### src/design/lzwe_pkg.sv
// ----------------------------------------------------------------------------
// LZW encoder package
// Widths, word types, dictionary slot layout and the hash function.
// ----------------------------------------------------------------------------
package lzwe_pkg;

  localparam int MAX_BITS   = 12;
  localparam int CODE_W     = MAX_BITS;
  localparam int NF_W       = MAX_BITS + 1;
  localparam int BITS_W     = 4;
  localparam int KEY_W      = CODE_W + 8;
  localparam int HASH_W     = MAX_BITS + 1;
  localparam int EP_W       = 8;
  localparam int OFIFO_D    = 4;
  localparam int OFIFO_AW   = 2;

  localparam logic [BITS_W-1:0] START_BITS = BITS_W'(9);
  localparam logic [BITS_W-1:0] TOP_BITS   = BITS_W'(MAX_BITS);
  localparam logic [NF_W-1:0]   FIRST_CODE = NF_W'(256);
  localparam logic [EP_W-1:0]   EP_FIRST   = EP_W'(1);
  localparam logic [EP_W-1:0]   EP_LAST    = '1;

  typedef struct packed {
    logic [7:0] data_byte;
    logic       block_end;
  } in_word_t;

  typedef struct packed {
    logic [CODE_W-1:0] code;
    logic [BITS_W-1:0] code_bits;
    logic              run_last;
    logic              block_done;
  } out_word_t;

  typedef struct packed {
    logic [EP_W-1:0]   epoch;
    logic [KEY_W-1:0]  key;
    logic [CODE_W-1:0] code;
  } slot_t;

  typedef struct packed {
    logic [1:0] cnt;
    out_word_t  w0;
    out_word_t  w1;
  } push_t;

  typedef enum logic [1:0] {
    ST_CLEAR,
    ST_FETCH,
    ST_PROBE
  } core_state_t;

  function automatic logic [HASH_W-1:0] key_hash(input logic [KEY_W-1:0] key);
    return HASH_W'(key[KEY_W-1:8]) ^ (HASH_W'(key[7:0]) << 5);
  endfunction

endpackage

### src/design/lzwe_in_if.sv
// ----------------------------------------------------------------------------
// LZW encoder byte channel
// Valid/ready channel carrying one raw byte and its block end flag.
// ----------------------------------------------------------------------------
interface lzwe_in_if;
  logic       valid;
  logic       ready;
  logic [7:0] data_byte;
  logic       block_end;

  modport source (output valid, output data_byte, output block_end, input ready);
  modport sink (input valid, input data_byte, input block_end, output ready);
endinterface

### src/design/lzwe_in_fifo.sv
// ----------------------------------------------------------------------------
// LZW encoder input queue
// Two-entry queue decoupling the byte channel from the dictionary engine.
// ----------------------------------------------------------------------------
module lzwe_in_fifo (
  input  logic             clk,
  input  logic             rst,
  lzwe_in_if.sink          byte_in,
  input  logic             pop,
  output logic             avail,
  output lzwe_pkg::in_word_t head
);
  import lzwe_pkg::*;

  in_word_t   slots [2];
  logic       wp;
  logic       rp;
  logic [1:0] count;
  logic       push;

  assign byte_in.ready = (count != 2'd2);
  assign push  = byte_in.valid && byte_in.ready;
  assign avail = (count != 2'd0);
  assign head  = slots[rp];

  always_ff @(posedge clk) begin
    if (push) begin
      slots[wp] <= '{data_byte: byte_in.data_byte, block_end: byte_in.block_end};
    end
  end

  always_ff @(posedge clk) begin
    if (rst) begin
      wp    <= 1'b0;
      rp    <= 1'b0;
      count <= 2'd0;
    end else begin
      if (push) wp <= ~wp;
      if (pop)  rp <= ~rp;
      count <= count + 2'(push) - 2'(pop);
    end
  end
endmodule

### src/flat_wrapper.sv
// flat-port wrapper written by rule: the top's interface ports become plain ports
module lzwe_in_fifo_flat import lzwe_pkg::*;
  (clk, rst, pop, avail, head, byte_in_valid, byte_in_data_byte, byte_in_block_end, byte_in_ready);
  lzwe_in_if byte_in_i ();
  input  logic clk;
  input  logic rst;
  input  logic pop;
  output logic avail;
  output lzwe_pkg::in_word_t head;
  input wire logic [$bits(byte_in_i.valid)-1:0] byte_in_valid;
  input wire logic [$bits(byte_in_i.data_byte)-1:0] byte_in_data_byte;
  input wire logic [$bits(byte_in_i.block_end)-1:0] byte_in_block_end;
  output wire logic [$bits(byte_in_i.ready)-1:0] byte_in_ready;
  assign byte_in_i.valid = byte_in_valid;
  assign byte_in_i.data_byte = byte_in_data_byte;
  assign byte_in_i.block_end = byte_in_block_end;
  assign byte_in_ready = byte_in_i.ready;
  lzwe_in_fifo u_core (.clk(clk), .rst(rst), .byte_in(byte_in_i), .pop(pop), .avail(avail), .head(head));
endmodule
### config.mk
export PLATFORM = sky130hd
export DESIGN_NAME = lzwe_in_fifo_flat
export DESIGN_NICKNAME = d
export VERILOG_FILES = /design/src/design/lzwe_pkg.sv /design/src/design/lzwe_in_if.sv /design/src/design/lzwe_in_fifo.sv /design/src/flat_wrapper.sv
export SDC_FILE = /design/constraint.sdc
export NUM_CORES = 1
export LEC_CHECK = 0
export BUFFER_PORTS_ARGS = -buffer_cell sky130_fd_sc_hd__buf_2
export CAP_MARGIN = 30
export CORE_UTILIZATION = 35
export DETAILED_ROUTE_END_ITERATION = 12
export MAX_ROUTING_LAYER = met4
export PLACE_DENSITY = 0.58
export SYNTH_ARGS = -nofsm -noshare
export SYNTH_HDL_FRONTEND = slang
export SYNTH_SLANG_ARGS = --single-unit
### constraint.sdc
create_clock -name clk -period 1.34 [get_ports clk]
set_input_delay 0.268 -clock clk [delete_from_list [all_inputs] [get_ports clk]]
set_output_delay 0.268 -clock clk [all_outputs]
set_load 0.05 [all_outputs]
* Word-level counts from Yosys, hierarchy flattened
Memories as Yosys holds them, arrays and structs flattened. A register that Yosys moved wholly into a read port is not among the register bits. Index checks and enable logic that the tools add are counted.
Storage, ports and cells: bits in read-only memories 0, register bits 4, memories kept 1, logic and storage cells 15, latch bits 0, bits in writable memories 18
Memory list:
- u_core.slots | words 2, width 9, rd ports 1, clocked after memory_dff 1, write ports 1, line lzwe_in_fifo.sv:15 | in_word_t slots [2];
Operators by class: order comparisons 0, multiplexer cells 4, $mul 0, div/mod/pow operators 0, shift operators 0, eq/ne operators 1, reductions and logical operators 2, bitwise gates (word level) 2, add/subtract/negate cells 2
Operators with widths (count):
- 1-bit two-way mux | 4
- 2-bit by 1-bit adder with 2-bit output | 1
- 2-bit inequality test, second input constant | 1
- 1-bit NOT | 2
- 2-bit nonzero test | 1
- 2-bit by 1-bit subtractor with 2-bit output | 1
- 1-bit logical AND | 1

* Depth between registers and ports, before layout
Gate-level depths: netlist (run 1).
depth after elaboration 4, depth in mapped cells 5, mapped depth without buffers 5

* Worst setup path after synthesis (run 1)
No wires, ideal clock.
kind reg2reg, start point register u_core.count[0], end point memory u_core.slots[1][0] (netlist bit) (enable), setup slack -0.265 ns, library setup time 0.338 ns, arrival time 1.267 ns, stages on the path, launching flop included 3, clock period less this slack 1.605 ns, required time 1.002 ns, cell sequence dfxtp_1 -> nand2b_1 -> and3_1
On the way: cells in the longest elaborated chain, start to end 4
Ends and longest elaborated chain:
- from (decl) | line lzwe_in_fifo.sv:18 | logic [1:0] count;
- from (signal assigned) | line lzwe_in_fifo.sv:40 | count <= count + 2'(push) - 2'(pop);
- 2-bit inequality test | line lzwe_in_fifo.sv:21 | assign byte_in.ready = (count != 2'd2);
- via byte_in_ready | line flat_wrapper.sv:13 | output wire logic [$bits(byte_in_i.ready)-1:0] byte_in_ready;
- 1-bit logical AND | line lzwe_in_fifo.sv:22 | assign push = byte_in.valid && byte_in.ready;
- 1-bit two-way mux | line lzwe_in_fifo.sv:27 | if (push) begin
- 1-bit two-way mux (implied by the code) | line lzwe_in_fifo.sv:28 | slots[wp] <= '{data_byte: byte_in.data_byte, block_end: byte_in.block_end};
- to (decl) | line lzwe_in_fifo.sv:15
The timed path passes the listed nets, and every way through them passes these cells.

==> results.toml, run 1 <==
[die]
die_h_um = 52.3
fp.dieW_um = 52.3
start_util_pct = 38.5
die_area_sq_um = 2730
coreArea_sq_um = 2300
num_rows = 17
pin_count = 24

[power]
p_seq_share_pct = 48.9
internal_power_mw = 1.24
leakagePower_nw = 0.528
p_sw_mw = 0.533
peakVddDrop_mv = 0.703
comb_power_share_pct = 33.4
power_density_nw_per_um2 = 1380
swShare_pct = 30.1
pwr-share-clk_pct = 17.8

[synthesis]
synth_edf_count = 18
synth_seq_cells = 23
ys_types = 21
async_reset_ff_share_pct = 0
synth_top_family_by_area = "multiplexers"
synth_nets = 68
synth_fa_ha_area_share_pct = 1.41
syn_avg_cell_area_sq_um = 16.4
yosys.area_share.simple_pct = 6.79
yosysWarnings = 0
postSynthCellCount = 54
synthXorXnorAreaFrac_pct = 0.990
ys_seq_area_share_pct = 72.4
synthMuxAreaShare_pct = 13.9
synthFlopType = "edfxtp_1"
netlist_area_sq_um = 885
synth_compound_area_share_pct = 3.11

[final_layout]
seq_area_sq_um = 643
area_growth_pct = 45.5
fill_cells = 203
n_antenna_cell = 0
multiInputGateArea_sq_um = 289
fin_area_sq_um = 1290
mostFrequentLayoutCells = "edfxtp_1, buf_2, buf_8"
drive_gt1_share_pct = 57.0
nets = 101
final_common_cell = "edfxtp_1"

[clocking]
cts_made_buffers = 3
clock_latency_ps = 310
path_clk_slew_ps = 120
cts_tree = "done"
clock_path_buffers = 2
cts_sinks = 23
cts-root-buf = "clkbuf_4"
htree_num_levels = 1

[status]
failed_checks = "negative setup slack"
status = "finished, violations left"

[worst_setup_path]
cp_max_fo = 5
critPathArrivalTime_ps = 1270
r2r_cells = 5
cp-end-kind = "primary output"
slowest_stage = "dfxtp_2"
cpPeakStageDelay_ps = 360
r2r_setup_slack_ps = -180
worst_setup_path_start_kind = "flip-flop"
worst_r2r_startpoint = "u_core.count[0]$_SDFF_PP0_"
crit_cells = 3
reg2reg_to = "u_core.count[1]$_SDFF_PP0_"
endpoint = "head[6]"
cp_num_buf_inv = 2
path_delay_family = "flip-flops"
cp_data_required_time_ps = 1070
path_class = "reg -> out"
crit_chain = "buf_6 -> mux2_4 -> buf_8"

[route]
first_pass_iters = 2
initialDrtViolationCount = 1
wl_um = 1510
ant_nets = 0
wl_per_cell_um = 13.2
num_vias = 541
avgViaCountPerCell = 4.75
drc = 0

[global_route]
grt_pass1_wl_um = 2450
grt_pass1_vias = 528
grt-ovfl-total = 0
grt_max_degree = 13
antenna_found_initial = 0
grt_usage_pct = 13.3

[timing]
worst_pin_slew_ps = 238
max_freq_mhz = 652
period_minus_slack_ps = 1530
setup_violations = 11
hold_viol_final = 0
period_share_pct = 114
relSlewSlack_pct = 84.1
final_max_slew_viol_count = 0
rsz0062_at_grt = "true"
fin_ws_ps = -193
fin_skew_ps = 1.43

[place]
numPortBuffers = 23
gp_congestion = 0.761
placed_area_sq_um = 1100
pre_cts_slack_ps = -201
hpwlAfterDp_um = 1090

[flow_run]
maxCapViolCount = 0

[hold_path]
min_path_type = "in -> reg"
hp-start = "byte_in_data_byte[3]"
[registers in the layout, indices dropped and copies added (netlist names), named ones only]
| signal | count |
|---|---|
| u_core.count | 2 |
| u_core.wp | 1 |
| u_core.slots | 18 |
| u_core.rp | 1 |
[metal layers]
metal	part of all wire [%]	up-vias	global-route usage, %
met3	3.4	2	1.74
met4	1.9	0	6.58
met5	0	-	-
met1	41	264	14.2
li1	-	262	-
met2	53	13	23.9
[layout make-up]
| cell class | count | share of cell area, % |
|---|---|---|
| multi-input cells | 28 | 22.4 |
| repair buffers | 29 | 22.3 |
| flip-flops and latches | 23 | 50.0 |
| clock buffers | 4 | 2.04 |
| inverters | 2 | 0.583 |
| well taps | 28 | 2.72 |
[cells in the mapped netlist, types with 2 or more instances]
cell type / count / area [sq um]
a21oi_1: 2 / 10.0
dfxtp_1: 5 / 100
edfxtp_1: 18 / 541
inv_1: 2 / 7.51
mux2_2: 9 / 101
nor2_1: 3 / 11.3
[power groups by stage]
stage	Sequential, mW	Clock [mW]	Combinational [mW]
6_report	0.867	0.315	0.592
5_1_grt	0.874	0.344	0.624
4_1_cts	0.867	0.322	0.585
3_5_place_dp	0.879	0	0.441
3_3_place_gp	0.873	0	0.434
2_1_floorplan	0.870	0	0.315
[cell families (layout without fill, tap and decap cells)]
kind of cell	count (synthesis)	count (layout)
AO/OA/AOI/OAI	4	4
XOR/XNOR	1	1
adder cells (fa/ha/maj)	1	1
buffers and inverters	3	35
flip-flops	23	23
multiplexers	11	11
AND/OR/NAND/NOR	11	11
[through the flow]
stage / power [mW] / std cells / utilization, % / hold slack (ps) / TNS [ps]
global placement: 1.31 / 109 / 47.8 / 457 / -106
detailed placement: 1.32 / 109 / 47.8 / 462 / -201
finish: 1.77 / 114 / 56.0 / 142 / -1980
global route: 1.84 / 114 / 56.0 / 134 / -2480
CTS: 1.77 / 113 / 55.5 / 134 / -2050
floorplan: 1.19 / 54 / - / 330 / -39.5
[repair_timing]
item                                    in CTS  in global routing
hold buffers                                 0                  0
endpoints found under the setup margin      12                 12
gates resized for setup                     45                  1
setup buffers                                0                  1
pin swaps                                    0                  1
[how the worst min path moves through the flow]
stage,to,cells past startpoint
after floorplan,u_core.count[0]$_SDFF_PP0_,1
after detailed placement,u_core.slots[1][8]$_DFFE_PP_,1
after global routing,u_core.slots[1][0]$_DFFE_PP_,1
final,u_core.slots[1][4]$_DFFE_PP_,1
after global placement,u_core.slots[0][4]$_DFFE_PP_,1
after CTS,u_core.slots[0][8]$_DFFE_PP_,1
No activity file was read; power rests on OpenSTA's default activity.
==> run 2, diff against run 1 <==
==> constraint.sdc (replaced) <==
create_clock -name clk -period 1.34 [get_ports clk]
set_input_delay 0.067 -clock clk [delete_from_list [all_inputs] [get_ports clk]]
set_output_delay 0.067 -clock clk [all_outputs]
set_load 0.05 [all_outputs]
==> results.toml, run 2 (same netlist as run 1, synthesis figures left out) <==
[status]
status = "finished, violations left"
failed_checks = "negative setup slack"

[timing]
period_minus_slack_ps = 1430
fin_skew_ps = 1.94
rsz0062_at_grt = "true"
worst_pin_slew_ps = 250
period_share_pct = 107
fin_ws_ps = -93.1
max_freq_mhz = 698
final_max_slew_viol_count = 0
hold_viol_final = 0
setup_violations = 1
relSlewSlack_pct = 83.5
whs_ps = 53.9

[die]
num_rows = 17
fp.dieW_um = 52.3
start_util_pct = 38.5
die_h_um = 52.3
die_area_sq_um = 2730
pin_count = 24
coreArea_sq_um = 2300

[worst_setup_path]
path_delay_family = "multiplexers"
cp-end-kind = "flip-flop"
cpPeakStageDelay_ps = 350
crit_chain = "inv_2 -> ha_4 -> and2b_1 -> mux2i_1 -> mux2_1"
cp_max_fo = 2
path_class = "reg -> reg"
worst_setup_path_start_kind = "flip-flop"
slowest_stage = "dfxtp_2"
cp_data_required_time_ps = 1540
critPathArrivalTime_ps = 1630
cp_num_buf_inv = 1

[global_route]
grt_pass1_vias = 544
grt-ovfl-total = 0
use_met2_pct = 22.9
grt_max_degree = 14
grt_usage_pct = 12.8
met1_usage_pct = 13.9
grt_pass1_wl_um = 2390
grt_busiest_layer = "met2"
antenna_found_initial = 0
met3_usage_pct = 2.61

[clocking]
cts-root-buf = "clkbuf_4"
cts_made_buffers = 3
path_clk_slew_ps = 120
clock_latency_ps = 300
clock_path_buffers = 2
cts_tree = "done"
htree_num_levels = 1
cts_sinks = 23

[hold_path]
min_path_type = "in -> reg"

[final_layout]
largest_reg_flops = 18
mostFrequentLayoutCells = "edfxtp_1, buf_2, dlygate4sd3_1"
post-route-util_pct = 59.4
n_antenna_cell = 0
fill_cells = 196
final_common_cell = "edfxtp_1"
top_regs = "u_core.slots (18), u_core.count (2)"
drive_gt1_share_pct = 51.6
largest_register = "u_core.slots"
nets = 110
area_growth_pct = 54.2

[flow_run]
maxCapViolCount = 0

[route]
num_vias = 572
wl_per_cell_um = 12.6
first_pass_iters = 4
ant_nets = 0
avgViaCountPerCell = 4.65
wl_um = 1550
drc = 0
initialDrtViolationCount = 7

[power]
power_density_nw_per_um2 = 1290
peakVddDrop_mv = 0.716
design_power_total_mw = 1.76
leakagePower_nw = 0.560

[place]
hpwlAfterDp_um = 1030
gp_congestion = 0.776
numPortBuffers = 23
-- run 2: cell type report --
type	instances	area (sq um)	share of cell area (%)
Timing Repair Buffer	38	369	27.1
Tap cell	28	35.0	2.57
Inverter	2	7.51	0.550
Clock buffer	3	22.5	1.65
Multi-Input combinational cell	28	282	20.6
Sequential cell	23	643	47.2
Clock inverter	1	5.00	0.367
-- run 2: timing repair --
action,4_1_cts,5_1_grt
setup endpoints to repair,11,11
pin swaps,0,0
hold buffers,10,0
hold endpoints to repair,22,0
gates resized for setup,40,1
buffers inserted,0,0
-- run 2: where the power goes --
| group | internal [mW] | leakage [nW] | switching [mW] |
|---|---|---|---|
| registers | 0.839 | 0.210 | 0.0239 |
| clock network | 0.111 | 0.0177 | 0.197 |
| logic | 0.283 | 0.332 | 0.307 |
| total | 1.23 | 0.560 | 0.527 |
-- run 2: metal layers --
| layer | wire [um] | share of wire, % |
|---|---|---|
| met5 | 0 | 0 |
| met4 | 19 | 1.2 |
| met3 | 50 | 3.2 |
| met2 | 802 | 52 |
| met1 | 677 | 44 |
-- run 2: stage by stage --
stage | setup TNS [ps] | cell area [sq um] | setup slack (ps) | std cells
5_1_grt | -387 | 1360 | -168 | 123
2_1_floorplan | -39.5 | 902 | -39.5 | 54
3_3_place_gp | -28.4 | 1100 | -28.4 | 109
4_1_cts | -104 | 1360 | -98.4 | 123
6_report | -93.1 | 1360 | -93.1 | 123
3_5_place_dp | -78.2 | 1100 | -78.2 | 109
-- run 2: worst paths after layout --
check | slack (ps) | end | cells after the start | start
max | -90 | u_core.count[1]$_SDFF_PP0_ | 5 | u_core.count[0]$_SDFF_PP0_
min | 50 | u_core.count[0]$_SDFF_PP0_ | 3 | byte_in_valid
max reg2reg | -90 | u_core.count[1]$_SDFF_PP0_ | 5 | u_core.count[0]$_SDFF_PP0_
min reg2reg | 530 | u_core.rp$_SDFFE_PP0P_ | 2 | u_core.rp$_SDFFE_PP0P_
-- run 2: tightest hold or removal path: cells and delay by family --
family	cells	cell delay, ps
compound gates	1	60
buf+inv	1	130
simple gates	1	80
==> run 3, diff against run 2 <==
--- a/config.mk
+++ b/config.mk
@@ -5,7 +5,7 @@
 export SDC_FILE = /design/constraint.sdc
 export NUM_CORES = 1
 export LEC_CHECK = 0
-export BUFFER_PORTS_ARGS = -buffer_cell sky130_fd_sc_hd__buf_2
+export BUFFER_PORTS_ARGS = -buffer_cell sky130_fd_sc_hd__clkbuf_2
 export CAP_MARGIN = 30
 export CORE_UTILIZATION = 35
 export DETAILED_ROUTE_END_ITERATION = 12
==> results.toml, run 3 (same netlist as run 1, synthesis figures left out) <==
[power]
power_density_nw_per_um2 = 1290
leakagePower_nw = 0.563
design_power_total_mw = 1.76
peakVddDrop_mv = 0.726

[timing]
period_minus_slack_ps = 1470
max_freq_mhz = 681
fin_ws_ps = -128
rsz0062_at_grt = "true"
fin_skew_ps = 6.26
whs_ps = 55.3
final_max_slew_viol_count = 0
worst_pin_slew_ps = 250
final.setup.tns_ps = -128
relSlewSlack_pct = 83.5
period_share_pct = 110
setup_violations = 1
hold_viol_final = 0

[die]
pin_count = 24
die_area_sq_um = 2730
fp.dieW_um = 52.3
coreArea_sq_um = 2300
num_rows = 17
die_h_um = 52.3
start_util_pct = 38.5

[place]
gp_congestion = 0.776
numPortBuffers = 23
hpwlAfterDp_um = 1050

[route]
first_pass_iters = 3
avgViaCountPerCell = 4.59
wl_um = 1540
wl_per_cell_um = 12.6
ant_nets = 0
drc = 0
initialDrtViolationCount = 3
num_vias = 564

[final_layout]
top_regs = "u_core.slots (18), u_core.count (2)"
final_common_cell = "edfxtp_1"
drive_gt1_share_pct = 51.6
nets = 110
mostFrequentLayoutCells = "edfxtp_1, clkbuf_2, dlygate4sd3_1"
largest_register = "u_core.slots"
largest_reg_flops = 18
area_growth_pct = 54.2
n_antenna_cell = 0

[clocking]
path_clk_slew_ps = 120
htree_num_levels = 1
cts_setup_buffers = 0
clock_latency_ps = 310
clock_path_buffers = 2
cts-root-buf = "clkbuf_4"
cts_sinks = 23
cts_made_buffers = 3
cts_tree = "done"

[worst_setup_path]
worst_r2r_startpoint = "u_core.count[0]$_SDFF_PP0_"
r2r_setup_slack_ps = -130
path_class = "reg -> reg"
cp-end-kind = "flip-flop"
cp_max_fo = 2
crit_start = "u_core.count[0]$_SDFF_PP0_"
cp_data_required_time_ps = 1540
critPathArrivalTime_ps = 1670
worst_setup_path_start_kind = "flip-flop"
r2r_cells = 5
reg2reg_to = "u_core.count[1]$_SDFF_PP0_"

[status]
failed_checks = "negative setup slack"
status = "finished, violations left"

[flow_run]
maxCapViolCount = 0

[hold_path]
min_path_type = "in -> reg"
holdPathEnd = "u_core.count[0]$_SDFF_PP0_"
min_path_cells = 3
hp-start = "byte_in_valid"

[global_route]
grt_pass1_wl_um = 2470
grt_usage_pct = 13.2
grt-ovfl-total = 0
grt_max_degree = 14
grt_pass1_vias = 558
antenna_found_initial = 0
-- run 3: cell count changes in the layout (fill, tap and decap cells not counted) --
cell	before	now
clkbuf_2	0	12
buf_2	13	1
-- run 3: metrics by stage --
step / std cells / instance area, sq um / setup WS, ps / util, %
floorplan: 54 / 902 / -39.5 / -
global placement: 109 / 1100 / -27.7 / 47.8
detailed placement: 109 / 1100 / -73.9 / 47.8
CTS: 123 / 1350 / -110 / 58.7
global route: 123 / 1360 / -186 / 59.4
finish: 123 / 1360 / -128 / 59.4
-- run 3: how the worst max path moves through the flow --
stage	end	slack (ps)	cells after the start
after detailed placement	u_core.count[1]$_SDFF_PP0_	-70	5
after floorplan	u_core.count[1]$_SDFF_PP0_	-40	5
after global routing	u_core.count[1]$_SDFF_PP0_	-190	5
after CTS	u_core.count[1]$_SDFF_PP0_	-110	5
final	u_core.count[1]$_SDFF_PP0_	-130	5
after global placement	u_core.count[1]$_SDFF_PP0_	-30	5
-- run 3: what timing repair did --
item,4_1_cts,5_1_grt
setup endpoints to repair,11,12
hold endpoints to repair,22,0
gates resized for setup,31,12
cloned,0,0
hold buffers,10,0
-- run 3: metal layers --
layer / routed length, um / track usage, % / share of wire [%] / vias to the layer above
li1: - / - / - / 279
met1: 626 / 14.0 / 41 / 270
met2: 848 / 23.9 / 55 / 13
met3: 52 / 2.61 / 3.4 / 2
met4: 17 / 5.26 / 1.1 / 0
met5: 0 / - / 0 / -
-- run 3: cell type report --
| cell class | count | area (sq um) |
|---|---|---|
| Inverter | 2 | 7.51 |
| Tap cell | 28 | 35.0 |
| Clock inverter | 1 | 5.00 |
| Multi-Input combinational cell | 28 | 282 |
| Sequential cell | 23 | 643 |
| Clock buffer | 3 | 22.5 |
| Fill cell | 194 | 933 |
| Timing Repair Buffer | 38 | 369 |
-- run 3: power by group --
| group | internal (mW) | switching (mW) | leakage (nW) | total [mW] |
|---|---|---|---|---|
| Sequential | 0.839 | 0.0237 | 0.210 | 0.862 |
| Clock | 0.111 | 0.200 | 0.0177 | 0.312 |
| Combinational | 0.283 | 0.307 | 0.335 | 0.590 |
| Total | 1.23 | 0.531 | 0.563 | 1.76 |
-- run 3: worst max-delay path, stage by stage, from the launching register on --
cell	delay, ps
dfxtp_2	350
inv_2	40
ha_4	200
and2b_1	200
mux2i_1	220
mux2_1	350
