**src/design/lzwe_pkg.sv**
```systemverilog
// ----------------------------------------------------------------------------
// LZW encoder package
// Widths, word types, dictionary slot layout and the hash function.
// ----------------------------------------------------------------------------
package lzwe_pkg;

  localparam int MAX_BITS   = 12;
  localparam int CODE_W     = MAX_BITS;
  localparam int NF_W       = MAX_BITS + 1;
  localparam int BITS_W     = 4;
  localparam int KEY_W      = CODE_W + 8;
  localparam int HASH_W     = MAX_BITS + 1;
  localparam int EP_W       = 8;
  localparam int OFIFO_D    = 4;
  localparam int OFIFO_AW   = 2;

  localparam logic [BITS_W-1:0] START_BITS = BITS_W'(9);
  localparam logic [BITS_W-1:0] TOP_BITS   = BITS_W'(MAX_BITS);
  localparam logic [NF_W-1:0]   FIRST_CODE = NF_W'(256);
  localparam logic [EP_W-1:0]   EP_FIRST   = EP_W'(1);
  localparam logic [EP_W-1:0]   EP_LAST    = '1;

  typedef struct packed {
    logic [7:0] data_byte;
    logic       block_end;
  } in_word_t;

  typedef struct packed {
    logic [CODE_W-1:0] code;
    logic [BITS_W-1:0] code_bits;
    logic              run_last;
    logic              block_done;
  } out_word_t;

  typedef struct packed {
    logic [EP_W-1:0]   epoch;
    logic [KEY_W-1:0]  key;
    logic [CODE_W-1:0] code;
  } slot_t;

  typedef struct packed {
    logic [1:0] cnt;
    out_word_t  w0;
    out_word_t  w1;
  } push_t;

  typedef enum logic [1:0] {
    ST_CLEAR,
    ST_FETCH,
    ST_PROBE
  } core_state_t;

  function automatic logic [HASH_W-1:0] key_hash(input logic [KEY_W-1:0] key);
    return HASH_W'(key[KEY_W-1:8]) ^ (HASH_W'(key[7:0]) << 5);
  endfunction

endpackage

```
**src/design/lzwe_out_if.sv**
```systemverilog
// ----------------------------------------------------------------------------
// LZW encoder code channel
// Valid/ready channel carrying one code word with its width and flags.
// ----------------------------------------------------------------------------
interface lzwe_out_if;
  logic        valid;
  logic        ready;
  logic [11:0] code;
  logic [3:0]  code_bits;
  logic        run_last;
  logic        block_done;

  modport source (output valid, output code, output code_bits, output run_last,
                  output block_done, input ready);
  modport sink (input valid, input code, input code_bits, input run_last,
                input block_done, output ready);
endinterface

```
**src/design/lzwe_out_fifo.sv**
```systemverilog
// ----------------------------------------------------------------------------
// LZW encoder output queue
// Four-entry queue taking up to two code words a cycle.
// ----------------------------------------------------------------------------
module lzwe_out_fifo (
  input  logic            clk,
  input  logic            rst,
  input  lzwe_pkg::push_t push,
  output logic            room,
  lzwe_out_if.source      code_out
);
  import lzwe_pkg::*;

  out_word_t           slots [OFIFO_D];
  logic [OFIFO_AW-1:0] wp;
  logic [OFIFO_AW-1:0] rp;
  logic [OFIFO_AW:0]   count;
  logic                pop;
  out_word_t           head;

  assign room     = (count <= (OFIFO_AW+1)'(OFIFO_D - 2));
  assign pop      = code_out.valid && code_out.ready;
  assign head     = slots[rp];
  assign code_out.valid      = (count != '0);
  assign code_out.code       = head.code;
  assign code_out.code_bits  = head.code_bits;
  assign code_out.run_last   = head.run_last;
  assign code_out.block_done = head.block_done;

  always_ff @(posedge clk) begin
    if (push.cnt != 2'd0) slots[wp] <= push.w0;
    if (push.cnt == 2'd2) slots[wp + OFIFO_AW'(1)] <= push.w1;
  end

  always_ff @(posedge clk) begin
    if (rst) begin
      wp    <= '0;
      rp    <= '0;
      count <= '0;
    end else begin
      wp    <= wp + OFIFO_AW'(push.cnt);
      if (pop) rp <= rp + OFIFO_AW'(1);
      count <= count + (OFIFO_AW+1)'(push.cnt) - (OFIFO_AW+1)'(pop);
    end
  end
endmodule

```
**src/flat_wrapper.sv**
```systemverilog
// flat-port wrapper written by rule: the top's interface ports become plain ports
module lzwe_out_fifo_flat import lzwe_pkg::*;
  (clk, rst, push, room, code_out_valid, code_out_code, code_out_code_bits, code_out_run_last, code_out_block_done, code_out_ready);
  lzwe_out_if code_out_i ();
  input  logic clk;
  input  logic rst;
  input  lzwe_pkg::push_t push;
  output logic room;
  output wire logic [$bits(code_out_i.valid)-1:0] code_out_valid;
  output wire logic [$bits(code_out_i.code)-1:0] code_out_code;
  output wire logic [$bits(code_out_i.code_bits)-1:0] code_out_code_bits;
  output wire logic [$bits(code_out_i.run_last)-1:0] code_out_run_last;
  output wire logic [$bits(code_out_i.block_done)-1:0] code_out_block_done;
  input wire logic [$bits(code_out_i.ready)-1:0] code_out_ready;
  assign code_out_valid = code_out_i.valid;
  assign code_out_code = code_out_i.code;
  assign code_out_code_bits = code_out_i.code_bits;
  assign code_out_run_last = code_out_i.run_last;
  assign code_out_block_done = code_out_i.block_done;
  assign code_out_i.ready = code_out_ready;
  lzwe_out_fifo u_core (.clk(clk), .rst(rst), .push(push), .room(room), .code_out(code_out_i));
endmodule
```
**config.mk**
```make
export PLATFORM = sky130hd
export DESIGN_NAME = lzwe_out_fifo_flat
export DESIGN_NICKNAME = d
export VERILOG_FILES = /design/src/design/lzwe_pkg.sv /design/src/design/lzwe_out_if.sv /design/src/design/lzwe_out_fifo.sv /design/src/flat_wrapper.sv
export SDC_FILE = /design/constraint.sdc
export NUM_CORES = 1
export LEC_CHECK = 0
export BUFFER_PORTS_ARGS = -buffer_cell sky130_fd_sc_hd__buf_2
export CAP_MARGIN = 5
export CORE_ASPECT_RATIO = 0.6
export CORE_MARGIN = 4
export CORE_UTILIZATION = 51
export CTS_CLUSTER_SIZE = 20
export DETAILED_ROUTE_END_ITERATION = 7
export PLACE_DENSITY_LB_ADDON = 0.15
export SLEW_MARGIN = 40
export SYNTH_ARGS = -nofsm -noshare
export SYNTH_HDL_FRONTEND = slang
export SYNTH_SLANG_ARGS = --single-unit
```
**constraint.sdc**
```tcl
create_clock -name clk -period 2.48 [get_ports clk]
set_clock_uncertainty 0.2 [all_clocks]
set_input_delay 0.248 -clock clk [delete_from_list [all_inputs] [get_ports clk]]
set_output_delay 0.248 -clock clk [all_outputs]
set_load 0.01 [all_outputs]
```
# Yosys cells after proc, flatten, opt, wreduce, memory -nomap -nowiden
# Memory sizes are Yosys's and may differ from the RTL's. A register that Yosys moved wholly into a read port is not among the register bits.
# Index checks and enable logic that the tools add are counted.
classes:
  n_addsub: 5
  order_cmp: 1
  eq_ne: 1
  n_mux: 6
  reduce_logical: 3
op_table:
  columns: ["cell", "n"]
  rows:
  - ["adder 2 x 1 -> 2 bit, second input constant", 2]
  - ["2-to-1 mux 1 bit", 4]
  - ["2-to-1 mux 2 bit", 2]
  - ["adder 3 x 2 -> 3 bit", 1]
  - ["<= comparator 3 x 2 -> 1 bit, second input constant", 1]
  - ["nonzero test 3 bit", 1]
  - ["subtractor 3 x 1 -> 3 bit", 1]
  - ["adder 2 bit", 1]
  - ["equality test 2 bit, second input constant", 1]
  - ["nonzero test 2 bit", 1]
  - ["logical AND 1 bit", 1]
totals:
  ff_bits: 7
  mem_bits_rw: 72
  input_bits: 41
  output_inout_bits: 20
  elab_cells: 20
  memories: 1
memory_table:
  columns: ["name", "words", "width", "read_ports", "rd_ports_with_merged_regs", "wr", "line", "rtl"]
  rows:
  - ["u_core.slots", 4, 18, 1, 1, 2, "lzwe_out_fifo.sv:14", "out_word_t slots [OFIFO_D];"]

# Depth between registers and ports, before layout
# Gate-level depths: netlist of the first run.
depth:
  ltp_word: 4
  depth_mapped: 8
  ltp_nobuf: 8

# Least setup slack after synthesis of the first run
# Ideal clock, no wire load.
synth_timing:
  kind: "input to register"
  from: "in push[36] in the netlist's numbering"
  to: "mem u_core.slots[0][0] in the netlist's numbering, enable pin"
  setup_time_ps: 421
  arrival_ps: 1895
  required_ps: 1859
  slack_ps: -36
  stages: 3
  n_path_buf: 1
  path_cell_list: "clkbuf_2 > nor2_1 > o31ai_1"
synth_lines:
  columns: ["element", "line", "rtl"]
  rows:
  - ["from (decl)", "flat_wrapper.sv:7", "input lzwe_pkg::push_t push;"]
  - ["to (decl)", "lzwe_out_fifo.sv:14", null]

==> flow_summary.toml, run 1 <==
[critical_path]
cp-end-kind = "primary output"
cp.buffers_inverters = 2
crit_path_max_fanout = 18
crit_chain = "buf_4 -> mux4_2 -> buf_2"
critPathMaxStageDelay_ns = 0.57
path_class = "flop to primary output"
path_delay_family = "multiplexers"
cp-start-kind = "flop"
crit_arrival_ns = 1.75
required_ns = 2.03
crit_slowest_cell = "mux4_2"

[floorplanning]
chipHeight_um = 77.0
dieArea_mm2 = 0.00946
ioPinCount = 61
num_rows = 24
initial_utilization = 0.541
dieWidth_um = 123
core_area_mm2 = 0.00748

[global_route]
grt_pass1_wl_mm = 12.8
antenna_found_initial = 0
grt_start_max_net_pins = 19
grt_pass1_vias = 2331
grt_usage = 0.185
grt_overflow = 0

[placed_design]
gp_congestion = 0.767
post-dp-hpwl_mm = 5.51
io_buffers = 60
pre_cts_slack_ns = 0.323

[synth]
synth.avg_cell_area_um2 = 18.0
synth.yosys.warnings = 0
synth_top_cell_by_area = "edfxtp_1"
synth_nets = 271
postSynthCellCount = 225
synth_cell_types = 31
synth_top_area_frac = 0.535
ys_seq_area_frac = 0.579
syn_area_mm2 = 0.00404
ys_ff_latch = 81
synth.top_cells.by_area = "edfxtp_1 53%, mux2_2 18%, mux4_2 10%, dfxtp_1 4.5%, mux2_4 3.7%"

[sta]
fmaxAchievable_mhz = 455
worst_slew_pin_slew_ns = 0.590
finalSetupViolCount = 0
whs_ns = 0.0490
drv_slew = 0
fin_crit_sh = 0.886
max_slew_margin = 0.607
rsz0062_at_grt = "false"
setup_ws_ns = 0.283
fin_crit_ns = 2.20
hold_violations = 0
tns_ns = 0

[run]
cap_violations = 0

[drt]
first_iter_violations = 160
viasPerCell = 5.46
drc = 0
ant_nets = 0
num_vias = 2218
wl_per_cell_um = 19.9
firstDrtPassIters = 4
wl_mm = 8.08

[worst_hold_path]
hold_path.class = "primary input to flop"

[power]
powerDensity_mw_per_mm2 = 827
power.static_leakage_nw = 1.79
ir_drop_mv = 0.592

[cts]
cts_tree = "done"
cts_resized = 0
numCtsBuffers = 9
ctsHtreeMaxLevel = 3
cts_sinks = 81
ctsRootBufferMaster = "clkbuf_16"
clk_latency_ns = 0.34
clkTransAtPathRegs_ns = 0.06
clockBufferDepth = 2
cts_setup_buffers = 0

[layout]
syn2layout_area_growth_pct = 19.6
final_util = 0.647
drive_gt1_frac = 0.616
final_nets = 343
antenna_cells = 0

[status]
status = "finished, final reports clean"
[synth_stat cells, drive strengths merged]
cell and n:
nor4b 1, nand4b 1, nor2 7, o311ai 1, or3 1, a21o 1, fa 1, nor2b 5
ha 4, edfxtp 72, dfxtp 9, clkbuf 3, nor4bb 1, buf 12, o31ai 1, xnor3 1
mux2i 1, and4bb 1, mux4 18, o31a 1, o21ba 1, mux2 75, a21oi 1, xor3 1
inv 5
[metrics by stage]
step,power (W),instances,instance area [um2]
global placement,0.00281,388,4550
floorplan,0.00247,225,4050
finish,0.00400,406,4840
detailed placement,0.00283,389,4560
global route,0.00420,406,4840
CTS,0.00404,406,4840
[report_power, final]
group          switching [W]  internal [W]
Combinational       0.000478      0.000551
Sequential         0.0000811       0.00168
Clock               0.000501      0.000706
[worst reg2reg max path, cell delays in order (launching register included)]
cell	delay (ns)
dfxtp_1	0.34
o31a_1	0.36
ha_1	0.30
inv_1	0.06
ha_1	0.13
inv_1	0.04
fa_1	0.37
xor3_1	0.22
nor2_1	0.04
[worst paths after layout]
kind                               from                           end  slack (ns)  cells after the start
min                             push[9]  u_core.slots[1][9]$_DFFE_PP_        0.05                      2
min reg2reg   u_core.rp[1]$_SDFFE_PP0P_                          flop        0.39                      2
max reg2reg  u_core.count[2]$_SDFF_PP0_    u_core.count[2]$_SDFF_PP0_        0.30                      8
max                                flop             code_out_run_last        0.28                      3
[registers in the layout (all words and copies together), names as in the netlist, named ones only]
register      cells
u_core.count      3
u_core.slots     72
u_core.wp         2
u_core.rp         2
[logic make-up (layout without fill, tap and decap cells)]
| logic type | Yosys count | count (layout) | share of synthesized area |
|---|---|---|---|
| compound gates | 6 | 6 | 0.0118 |
| flops | 81 | 81 | 0.579 |
| simple gates | 17 | 17 | 0.0294 |
| mux | 94 | 94 | 0.321 |
| buf+inv | 20 | 97 | 0.0300 |
| xor+xnor | 2 | 2 | 0.0114 |
| fa+ha+maj | 5 | 5 | 0.0173 |
[cells in the final DEF, fill, tap and decap left out, drive strengths merged, types with 4 or more instances in the layout]
cell and n:
mux2 75, buf 75, nor2 7, nor2b 5, dfxtp 9, clkbuf 15, edfxtp 72, mux4 18
ha 4, inv 5
[routing by layer]
layer,vias up,global-route usage,wire [um]
li1,1047,-,-
met4,0,0.0436,72
met5,-,0,0
met1,1114,0.255,3840
met2,49,0.279,3750
met3,8,0.0691,416
[repair_timing]
action / in CTS / in global routing
hold endpoints to repair: 5 / 0
hold buffers: 1 / 0
endpoints found under the setup margin: 0 / 0
[final cells by class]
cell class	instances	area [um2]
clock buffer	15	258
tap	104	130
inverter	5	18.8
multi-input combinational	124	1610
clock inverter	1	5.00
sequential	81	2340
timing repair buffer	76	468
fill	536	2640
Note: power is estimated with default switching activity, not from simulation.
==> inputs of run 2 (changes only) <==
- REMOVE_ABC_BUFFERS: not set -> 1
==> run 2 against run 1 <==
  * Sequential power about the same
  * Largest power group unchanged
  * Non-clock buffer count grew 4
  * Hold slack barely moved
  * Setup slack improved by 0.057 ns
==> flow_summary.toml, run 2 (synthesis results as in run 1) <==
[sta]
worst_slew_pin_slew_ns = 0.422
drv_slew = 0
finalSetupViolCount = 0
fin_crit_sh = 0.863
whs_ns = 0.0487
hold_violations = 0
fin_crit_ns = 2.14
fmaxAchievable_mhz = 467
rsz0062_at_grt = "false"
max_slew_margin = 0.718
tns_ns = 0

[layout]
antenna_cells = 0
drive_gt1_frac = 0.624
final_cell_mix = "72 x edfxtp_1, 65 x mux2_2, 60 x buf_2, 18 x mux4_2, 17 x buf_4"
reg_top3 = "u_core.slots: 72 flops, u_core.count: 3 flops"
stdcell_area_mm2 = 0.00485
largest_reg_flops = 72
regMostFlops = "u_core.slots"
final_nets = 347
final_cells = 410
syn2layout_area_growth_pct = 20.0
final_common_cell = "edfxtp_1"

[cts]
cts_resized = 0
clkTransAtPathRegs_ns = 0.06
numCtsBuffers = 9
cts_sinks = 81
cts_tree = "done"
clockBufferDepth = 2
ctsHtreeMaxLevel = 3
ctsRootBufferMaster = "clkbuf_16"
clk_latency_ns = 0.34

[floorplanning]
core_area_mm2 = 0.00748
dieArea_mm2 = 0.00946
num_rows = 24
initial_utilization = 0.541
ioPinCount = 61
dieWidth_um = 123
chipHeight_um = 77.0

[global_route]
grt_pass1_vias = 2362
grt_pass1_wl_mm = 13.1
antenna_found_initial = 0
grt_overflow = 0
grt_start_max_net_pins = 17
grt_usage = 0.190

[placed_design]
io_buffers = 60
dpl-instance-area_mm2 = 0.00456
post-dp-hpwl_mm = 5.58
gp_congestion = 0.745
dp.cells = 393

[critical_path]
critPathMaxStageDelay_ns = 0.37
crit_slowest_cell = "fa_1"
required_ns = 2.51
crit_chain = "o31a_1 -> ha_1 -> inv_1 -> ha_1 -> inv_1 -> fa_1 -> xor3_1 -> nor2_1"
cp-end-kind = "flop"
crit_path_max_fanout = 5
cp-start-kind = "flop"
cp.buffers_inverters = 2
path_class = "flop to flop"
crit_arrival_ns = 2.17
path_delay_family = "adder cells"

[drt]
num_vias = 2253
firstDrtPassIters = 6
viasPerCell = 5.50
ant_nets = 0
first_iter_violations = 196
wl_per_cell_um = 20.1
drc = 0
wl_mm = 8.24

[worst_hold_path]
hold_path.class = "primary input to flop"

[power]
ir_drop_mv = 0.514
power.static_leakage_nw = 1.81
powerDensity_mw_per_mm2 = 843
power_w = 0.00409

[status]
status = "finished, final reports clean"

[run]
cap_violations = 0
-- run 2: cell count changes in the layout (fill, tap and decap cells not counted) --
| cell | before | now |
|---|---|---|
| buf_4 | 11 | 17 |
| buf_12 | 3 | 1 |
| clkbuf_1 | 5 | 3 |
| buf_6 | 0 | 1 |
| buf_8 | 1 | 0 |
| bufinv_16 | 0 | 1 |
| clkbuf_8 | 1 | 0 |
| clkinv_1 | 0 | 1 |
| clkinv_2 | 1 | 2 |
-- run 2: repair_timing --
item / CTS / global route
hold endpoints to repair: 2 / 0
hold buffers: 1 / 0
setup buffers: 0 / 0
-- run 2: path summary, 6_finish.rpt --
path / cells after the start / start / slack, ns / to
setup / recovery: 8 / u_core.count[2]$_SDFF_PP0_ / 0.34 / u_core.count[2]$_SDFF_PP0_
hold / removal: 2 / push[14] / 0.05 / u_core.slots[1][14]$_DFFE_PP_
setup reg to reg: 8 / u_core.count[2]$_SDFF_PP0_ / 0.34 / u_core.count[2]$_SDFF_PP0_
hold reg to reg: 2 / u_core.rp[1]$_SDFFE_PP0P_ / 0.39 / u_core.rp[1]$_SDFFE_PP0P_
-- run 2: per-stage QoR --
stage          setup slack, ns  utilization
4_1_cts                  0.339        0.649
3_5_place_dp             0.349        0.610
2_1_floorplan           -0.678            -
5_1_grt                  0.261        0.649
3_3_place_gp             0.383        0.608
6_report                 0.341        0.649
-- run 2: power by group --
group	leakage (nW)	switching, W	total, W	internal [W]
Combinational	0.923	0.000486	0.00105	0.000565
Clock	0.138	0.000502	0.00127	0.000773
Sequential	0.750	0.0000808	0.00176	0.00168
Total	1.81	0.00107	0.00409	0.00302
-- run 2: cell type report --
type | count | area (um2)
Sequential cell | 81 | 2340
Clock buffer | 12 | 236
Tap cell | 104 | 130
Multi-Input combinational cell | 124 | 1610
Timing Repair Buffer | 80 | 469
Clock inverter | 4 | 43.8
Fill cell | 546 | 2620
Inverter | 5 | 18.8
-- run 2: layer usage --
| metal | up-vias | track usage | share of wire |
|---|---|---|---|
| met3 | 8 | 0.0588 | 0.047 |
| li1 | 1049 | - | - |
| met1 | 1144 | 0.279 | 0.48 |
| met2 | 52 | 0.268 | 0.46 |
| met4 | 0 | 0.0637 | 0.012 |
| met5 | - | 0 | 0 |
==> inputs of run 3 (changes only) <==
- CORE_UTILIZATION: 51 -> 38
- CTS_CLUSTER_DIAMETER: not set -> 200
- PLACE_DENSITY: not set -> 0.62
- PLACE_DENSITY_LB_ADDON: 0.15 -> not set
==> run 3 against run 2 <==
  * Routed wire length increased by 0.55%
  * Critical path depth shrank 5
  * Utilization decreased by 17 points
  * Maximum frequency decreased by 2.3%
  * Sequential power about the same
  * Largest cell class unchanged
==> flow_summary.toml, run 3 (synthesis results as in run 1) <==
[status]
status = "finished, final reports clean"

[critical_path]
cp-end-kind = "primary output"
crit_arrival_ns = 1.74
r2r-end = "u_core.count[2]$_SDFF_PP0_"
path_class = "flop to primary output"
required_ns = 2.03
r2r-start = "u_core.count[2]$_SDFF_PP0_"
cp-start-kind = "flop"
crit_path_max_fanout = 18
rrSetupSlack_ns = 0.32
reg2reg_depth = 8

[cts]
ctsHtreeMaxLevel = 3
cts_hold_buf = 0
clockBufferDepth = 2
cts_resized = 0
clk_latency_ns = 0.33
clkTransAtPathRegs_ns = 0.06
ctsRootBufferMaster = "clkbuf_16"
cts_tree = "done"
cts_setup_buffers = 0
numCtsBuffers = 9
cts_sinks = 81

[global_route]
grt_overflow = 0
grt_start_max_net_pins = 19
use_met1 = 0.186
gr-usage-met3 = 0.0486
grt_usage = 0.142
grt_pass1_vias = 2351
antenna_found_initial = 1
grt_use_met2 = 0.232
grt_pass1_wl_mm = 13.1
busiest_layer = "met2"

[worst_hold_path]
hold_end = "u_core.count[0]$_SDFF_PP0_"
hold_path.class = "primary input to flop"
worstHoldStart = "rst"
whs_path_depth = 2

[sta]
tns_ns = 0
drv_slew = 0
rsz0062_at_grt = "false"
max_slew_margin = 0.611
fmaxAchievable_mhz = 457
fin_crit_sh = 0.883
hold_violations = 0
worst_slew_pin_slew_ns = 0.584
finalSetupViolCount = 0
fin_crit_ns = 2.19
setup_ws_ns = 0.289

[layout]
reg_top3 = "u_core.slots: 72 flops, u_core.count: 3 flops"
largest_reg_flops = 72
regMostFlops = "u_core.slots"
fillerInstances = 874
final_util = 0.480
final_cell_mix = "72 x edfxtp_1, 65 x mux2_2, 60 x buf_2, 18 x mux4_2, 11 x buf_4"
syn2layout_area_growth_pct = 20.3
final_nets = 339
stdcell_area_mm2 = 0.00486
final_common_cell = "edfxtp_1"
antenna_cells = 0
drive_gt1_frac = 0.631

[drt]
firstDrtPassIters = 4
viasPerCell = 5.05
wl_mm = 8.29
ant_nets = 0
wl_per_cell_um = 19.1
first_iter_violations = 162
num_vias = 2188
drc = 0

[placed_design]
dpl-instance-area_mm2 = 0.00455
io_buffers = 60
post-dp-hpwl_mm = 5.63
gp_congestion = 0.727
pre_cts_slack_ns = 0.333

[floorplanning]
chipHeight_um = 87.9
ioPinCount = 61
num_rows = 28
initial_utilization = 0.399
dieWidth_um = 141
core_area_mm2 = 0.0101
dieArea_mm2 = 0.0124

[power]
internal_power_w = 0.00310
power_w = 0.00417
swShare = 0.256
pwr-share-comb = 0.244
seqPwrFrac = 0.422
powerDensity_mw_per_mm2 = 856
power.static_leakage_nw = 1.79
clockPowerShare = 0.334
netSwitchingPower_w = 0.00107
ir_drop_mv = 0.328

[run]
cap_violations = 0
## run 3: changes by cell type in the layout (fill, tap and decap cells not counted), sizes merged
cell         previous run  this run
inv                     5         6
dlygate4sd3             1         0
clkbuf                 12         9
clkinv                  3         4
bufinv                  1         2
buf                    79        72
## run 3: per-stage QoR
stage               instances  hold WS, ns
floorplan                 210        0.115
global placement          416        0.347
detailed placement        417        0.354
CTS                       433      0.00434
global route              433       0.0214
finish                    433       0.0116
## run 3: worst max-delay path by stage
stage                                    to  slack (ns)
3_5_place_dp     u_core.count[2]$_SDFF_PP0_        0.33
4_1_cts               code_out_code_bits[0]        0.25
2_1_floorplan  u_core.slots[3][0]$_DFFE_PP_       -0.68
5_1_grt                    code_out_code[0]        0.19
3_3_place_gp     u_core.count[2]$_SDFF_PP0_        0.38
6_report                   code_out_code[0]        0.29
## run 3: final cells by class
type / instances / area (um2) / area share
clock inverters: 7 / 92.6 / 0.0190
well taps: 135 / 169 / 0.0347
inverters: 5 / 18.8 / 0.00386
repair buffers: 72 / 403 / 0.0828
flip-flops and latches: 81 / 2340 / 0.481
clock buffers: 9 / 225 / 0.0463
multi-input cells: 124 / 1610 / 0.332
## run 3: worst max-delay path, stage by stage (launching register included)
cell and delay (ns):
dfxtp_1 0.30, buf_4 0.35, mux4_2 0.59, buf_2 0.16
## run 3: metal layers
| layer | part of all wire | vias to the layer above |
|---|---|---|
| li1 | - | 1031 |
| met1 | 0.44 | 1078 |
| met2 | 0.46 | 67 |
| met3 | 0.086 | 10 |
| met4 | 0.0092 | 2 |
| met5 | 0.0012 | - |
## run 3: power groups by stage
stage	Sequential [W]	Clock [W]	Combinational, W
floorplan	0.00182	0	0.000616
global placement	0.00178	0	0.00101
detailed placement	0.00179	0	0.00104
CTS	0.00176	0.00141	0.00104
global route	0.00177	0.00148	0.00112
finish	0.00176	0.00139	0.00102
